===== config.mk =====
export PLATFORM = sky130hd
export DESIGN_NAME = tw_ram
export DESIGN_NICKNAME = d
export VERILOG_FILES = /design/src/rtl/tw_ram.sv
export SDC_FILE = /design/constraint.sdc
export NUM_CORES = 1
export LEC_CHECK = 0
export ABC_AREA = 1
export BUFFER_PORTS_ARGS = -buffer_cell sky130_fd_sc_hd__buf_2
export CORE_MARGIN = 4
export CORE_UTILIZATION = 25
export DETAILED_ROUTE_END_ITERATION = 10
export PLACE_DENSITY_LB_ADDON = 0.1
export SLEW_MARGIN = 30
export SYNTH_ARGS = -nofsm -noshare
export SYNTH_HDL_FRONTEND = slang
export SYNTH_SLANG_ARGS = --single-unit

===== constraint.sdc =====
create_clock -name clk -period 1.9 [get_ports clk]
set_input_delay 0.19 -clock clk [delete_from_list [all_inputs] [get_ports clk]]
set_output_delay 0.19 -clock clk [all_outputs]
set_load 0.02 [all_outputs]

===== src/rtl/tw_ram.sv =====
// Generic simple dual-port RAM with registered read data.
module tw_ram #(
  parameter int WIDTH = 8,
  parameter int DEPTH = 64,
  localparam int AW = $clog2(DEPTH)
) (
  input  logic             clk,
  input  logic             we,
  input  logic [AW-1:0]    waddr,
  input  logic [WIDTH-1:0] wdata,
  input  logic [AW-1:0]    raddr,
  output logic [WIDTH-1:0] rdata
);

  logic [WIDTH-1:0] mem [DEPTH];

  always_ff @(posedge clk) begin
    if (we) begin
      mem[waddr] <= wdata;
    end
    rdata <= mem[raddr];
  end

endmodule


After elaboration in Yosys (flattened, before gate mapping)
Memory sizes are Yosys's and may differ from the RTL's. A register that Yosys moved wholly into a read port is not among the register bits.
Index checks and enable logic that the tools add are counted.
- multiplexer cells: 2
- operators with widths (operator ; count):
    2-to-1 mux 1 bit ; 2
- RAM bits: 512
- memories: 1
- bits of input ports: 22
- register bits after elaboration: 0
- output and inout port bits: 8
- logic and storage cells: 3
- memory list (name ; words ; bits a word ; rd ports ; clocked after memory_dff ; write ports ; line ; text):
    mem ; 64 ; 8 ; 1 ; 1 ; 1 ; 15 ; logic [WIDTH-1:0] mem [DEPTH];

Depth between registers and ports, before layout
- word-level depth: 2
- depth in mapped cells: 12
- depth with buffers taken out: 9

Worst setup path after synthesis
Ideal clock, no wire load.
- kind: input port to flip-flop
- from: input we
- to: memory mem[48][0], enable pin
- required time: 1.505 ns
- buffers on the path: 1
- slack: -0.056 ns
- setup time: 0.395 ns
- arrival time: 1.561 ns
- stages on the path: 3
- cell sequence: clkbuf_1 nand4_1 nor4_1
- longest elaborated chain between the ends: 2
- RTL lines (item ; line ; text):
    from (decl) ; 8 ; input logic we,
    2-to-1 mux 1 bit ; 18 ; if (we) begin
    2-to-1 mux 1 bit (implied by the code) ; 19 ; mem[waddr] <= wdata;
    to (decl) ; 15 ;
No other way between the ends.

Worst setup path in the final report
- from: register rdata[2], read port of mem
- to: output rdata[2]
- RTL lines (item ; line ; text):
    from (decl) ; 12 ; output logic [WIDTH-1:0] rdata
No word-level cell between the ends.

==> results.cfg <==
[clock_tree]
number_of_buffers_inserted_during_clock_tree_synthesis = 58
cts_max_level = 2
clock_latency_ns = 0.63
clock_path_buffers = 3
cts_root_buf = sky130_fd_sc_hd__clkbuf_16
buffer_count_from_post_cts_setup_fixing = 0
cts_tree = built
clk_pin_slew_ns = 0.06
post_cts_resized = 0
tritoncts_num_sinks = 520

[die]
die_w_um = 300.2
core_area_um2 = 84090
floorplan.initialDensity_pct = 25.38
core.rowCount = 106
io_pins = 30
die_y_um = 300.2
dieArea_um2 = 90100

[worst_setup_path]
crit_slowest_cell = sky130_fd_sc_hd__dfxtp_1
cp_cell_sequence = buf_2
timing.critical_path.from_type = flip-flop
path_max_fanout = 1
worst_ep_required_time_ns = 1.71
critical-path-max-stage-delay_ns = 0.50
type_of_element_capturing_the_critical_path = output port
crit_type = flip-flop to output port
critical_path_arrival_ns = 1.35
startpoint = rdata[2]$_DFF_P_
cp_top_family = flip-flops
total_buffers_and_inverters_traversed_by_the_critical_path = 1
regToRegStartpoint = mem[53][4]$_DFFE_PP_

[synthesis]
ys_seq_elements = 520
share_of_the_yosys_chip_area_belonging_to_registers_pct = 72.80
postSynthNetCount = 1827
synth.avg_cell_area_um2 = 11.82
yosysUniqueCellTypes = 16
post-synth-top-area-fraction_pct = 72.05
synthDominantAreaCellType = sky130_fd_sc_hd__edfxtp_1
ys_top_cells_by_area = sky130_fd_sc_hd__edfxtp_1 (72%), sky130_fd_sc_hd__nand2_1 (11%), sky130_fd_sc_hd__nand3_1 (10%)
mappedNetlistArea_um2 = 21340
gate_count_after_technology_mapping = 1805
yosys_warnings = 0

[timing]
finalMaxSlewViolations = 0
worst-slew-pin-transition_ns = 0.6923
fmax_mhz = 650.9
final.hold.worst_slack_ns = 0.04082
finClkSkew_ns = 0.02127
report.final.setup_viol = 0
final.period_utilization_pct = 80.87
worst_slew_margin_rel_pct = 53.85
grt_setup_unrepaired = false
finalCriticalPeriod_ns = 1.536
finalHoldViolCount = 0

[job]
drv_cap = 0

[routing]
dr_pass1_iterations = 5
detail_route.vias_per_cell = 4.477
drt-total-wl_mm = 67.00
vias = 13840
drt_first_iter_violations = 935
post_drt_wl_per_cell_um = 21.68
drt.antenna.violating_nets = 0
drc = 0

[pwr]
vdd_drop_max_v = 0.0006880
power_per_cell_area_nw_per_um2 = 993.9
static-leakage-power_uw = 0.009009

[cells_and_area]
fill_cell_count = 8632
drive_gt1_share_pct = 11.86
most_common_cell_after_layout_fill_and_taps_aside = sky130_fd_sc_hd__nand2_1
synthesis_to_finish_area_growth_pct = 18.07
final_cell_mix = sky130_fd_sc_hd__nand2_1 (648), sky130_fd_sc_hd__edfxtp_1 (512), sky130_fd_sc_hd__nand3_1 (439), sky130_fd_sc_hd__buf_4 (98), sky130_fd_sc_hd__clkbuf_16 (58)
multi_input_area_um2 = 4946
nets = 1931
instances_no_fill = 3091
register_area_um2 = 15530

[outcome]
outcome = completed

[placed_design]
io_buffer_count = 29
dpl.cell_count = 2981
finalWeightedCongestion = 0.7789
place.detailed.hpwl_mm = 39.90

[grt]
largest_net_degree_at_the_start_of_global_routing = 87
grt_util_all_layers_pct = 14.70
grt_antenna_before_repair = 3
grt-ovfl-total = 0
grt_pass1_vias = 14120
grt_pass1_wl_mm = 98.17

[worst_hold_path]
type_of_the_most_critical_hold_path = input pin to flip-flop
worst_hold_startpoint = wdata[5]
flip-flops by register name, summed over array words and instances, names as in the netlist:
signal	cells
mem	512
rdata	8
cells by family after synthesis:
group	after synthesis	share of synthesized area, %
buf+inv	125	4.022
flops	520	72.80
simple gates	1160	23.18
layer usage:
layer | wire (um) | vias to the layer above | track usage (%)
met5 | 31 | - | 0
met4 | 1509 | 4 | 3.719
met3 | 3030 | 92 | 2.787
met2 | 29830 | 266 | 23.10
met1 | 32600 | 6915 | 20.95
li1 | - | 6562 | -
final timing paths:
path | to | slack (ns) | cells after the start
worst min-delay path | mem[22][5]$_DFFE_PP_ | 0.04 | 1
worst min register to register | rdata[7]$_DFF_P_ | 0.83 | 8
worst max register to register | rdata[4]$_DFF_P_ | 0.39 | 8
worst max-delay path | rdata[2] | 0.36 | 1
synthesized netlist by cell type:
library cell                 n
sky130_fd_sc_hd__edfxtp_1  512
sky130_fd_sc_hd__inv_6       1
sky130_fd_sc_hd__buf_8       2
sky130_fd_sc_hd__nor2_1     56
sky130_fd_sc_hd__inv_1      10
sky130_fd_sc_hd__dfxtp_1     8
sky130_fd_sc_hd__nand3_1   439
sky130_fd_sc_hd__buf_4      14
sky130_fd_sc_hd__inv_2       1
sky130_fd_sc_hd__clkbuf_1   15
sky130_fd_sc_hd__nor4_1      8
sky130_fd_sc_hd__buf_1      10
sky130_fd_sc_hd__nand4_1     9
sky130_fd_sc_hd__nand2_1   648
sky130_fd_sc_hd__buf_6      35
sky130_fd_sc_hd__buf_2      37
through the flow:
step	setup TNS, ns	instance area, um^2	util, %	power [uW]	worst slack [ns]
finish	0	25200	29.96	25040	0.3636
global route	0	25190	29.96	26080	0.2623
CTS	0	25190	29.96	25480	0.3224
detailed placement	-0.06834	23420	27.85	14760	-0.04491
global placement	-0.05007	23420	27.85	14770	-0.04729
floorplan	-3.591	21340	-	13880	-0.05612
area by class of cell:
cell class | instances | share of cell area, %
repair buffers | 157 | 5.895
well taps | 1134 | 5.631
inverters | 12 | 0.2185
flip-flops and latches | 520 | 61.66
clock buffers | 80 | 6.088
diodes | 1 | 0.009932
clock inverters | 27 | 0.8690
multi-input cells | 1160 | 19.63
power by group:
part           switching, uW  internal, uW  leakage [uW]
logic                   1270           471       0.00348
clock network           4640          5920      0.000855
registers               47.4         12700       0.00467
total                   5960         19100       0.00901
timing repair:
item,in CTS,in global routing
hold buffers,2,0
endpoints found under the setup margin,0,0
hold endpoints to repair,6,0
Note: power is estimated with default switching activity, not from simulation.
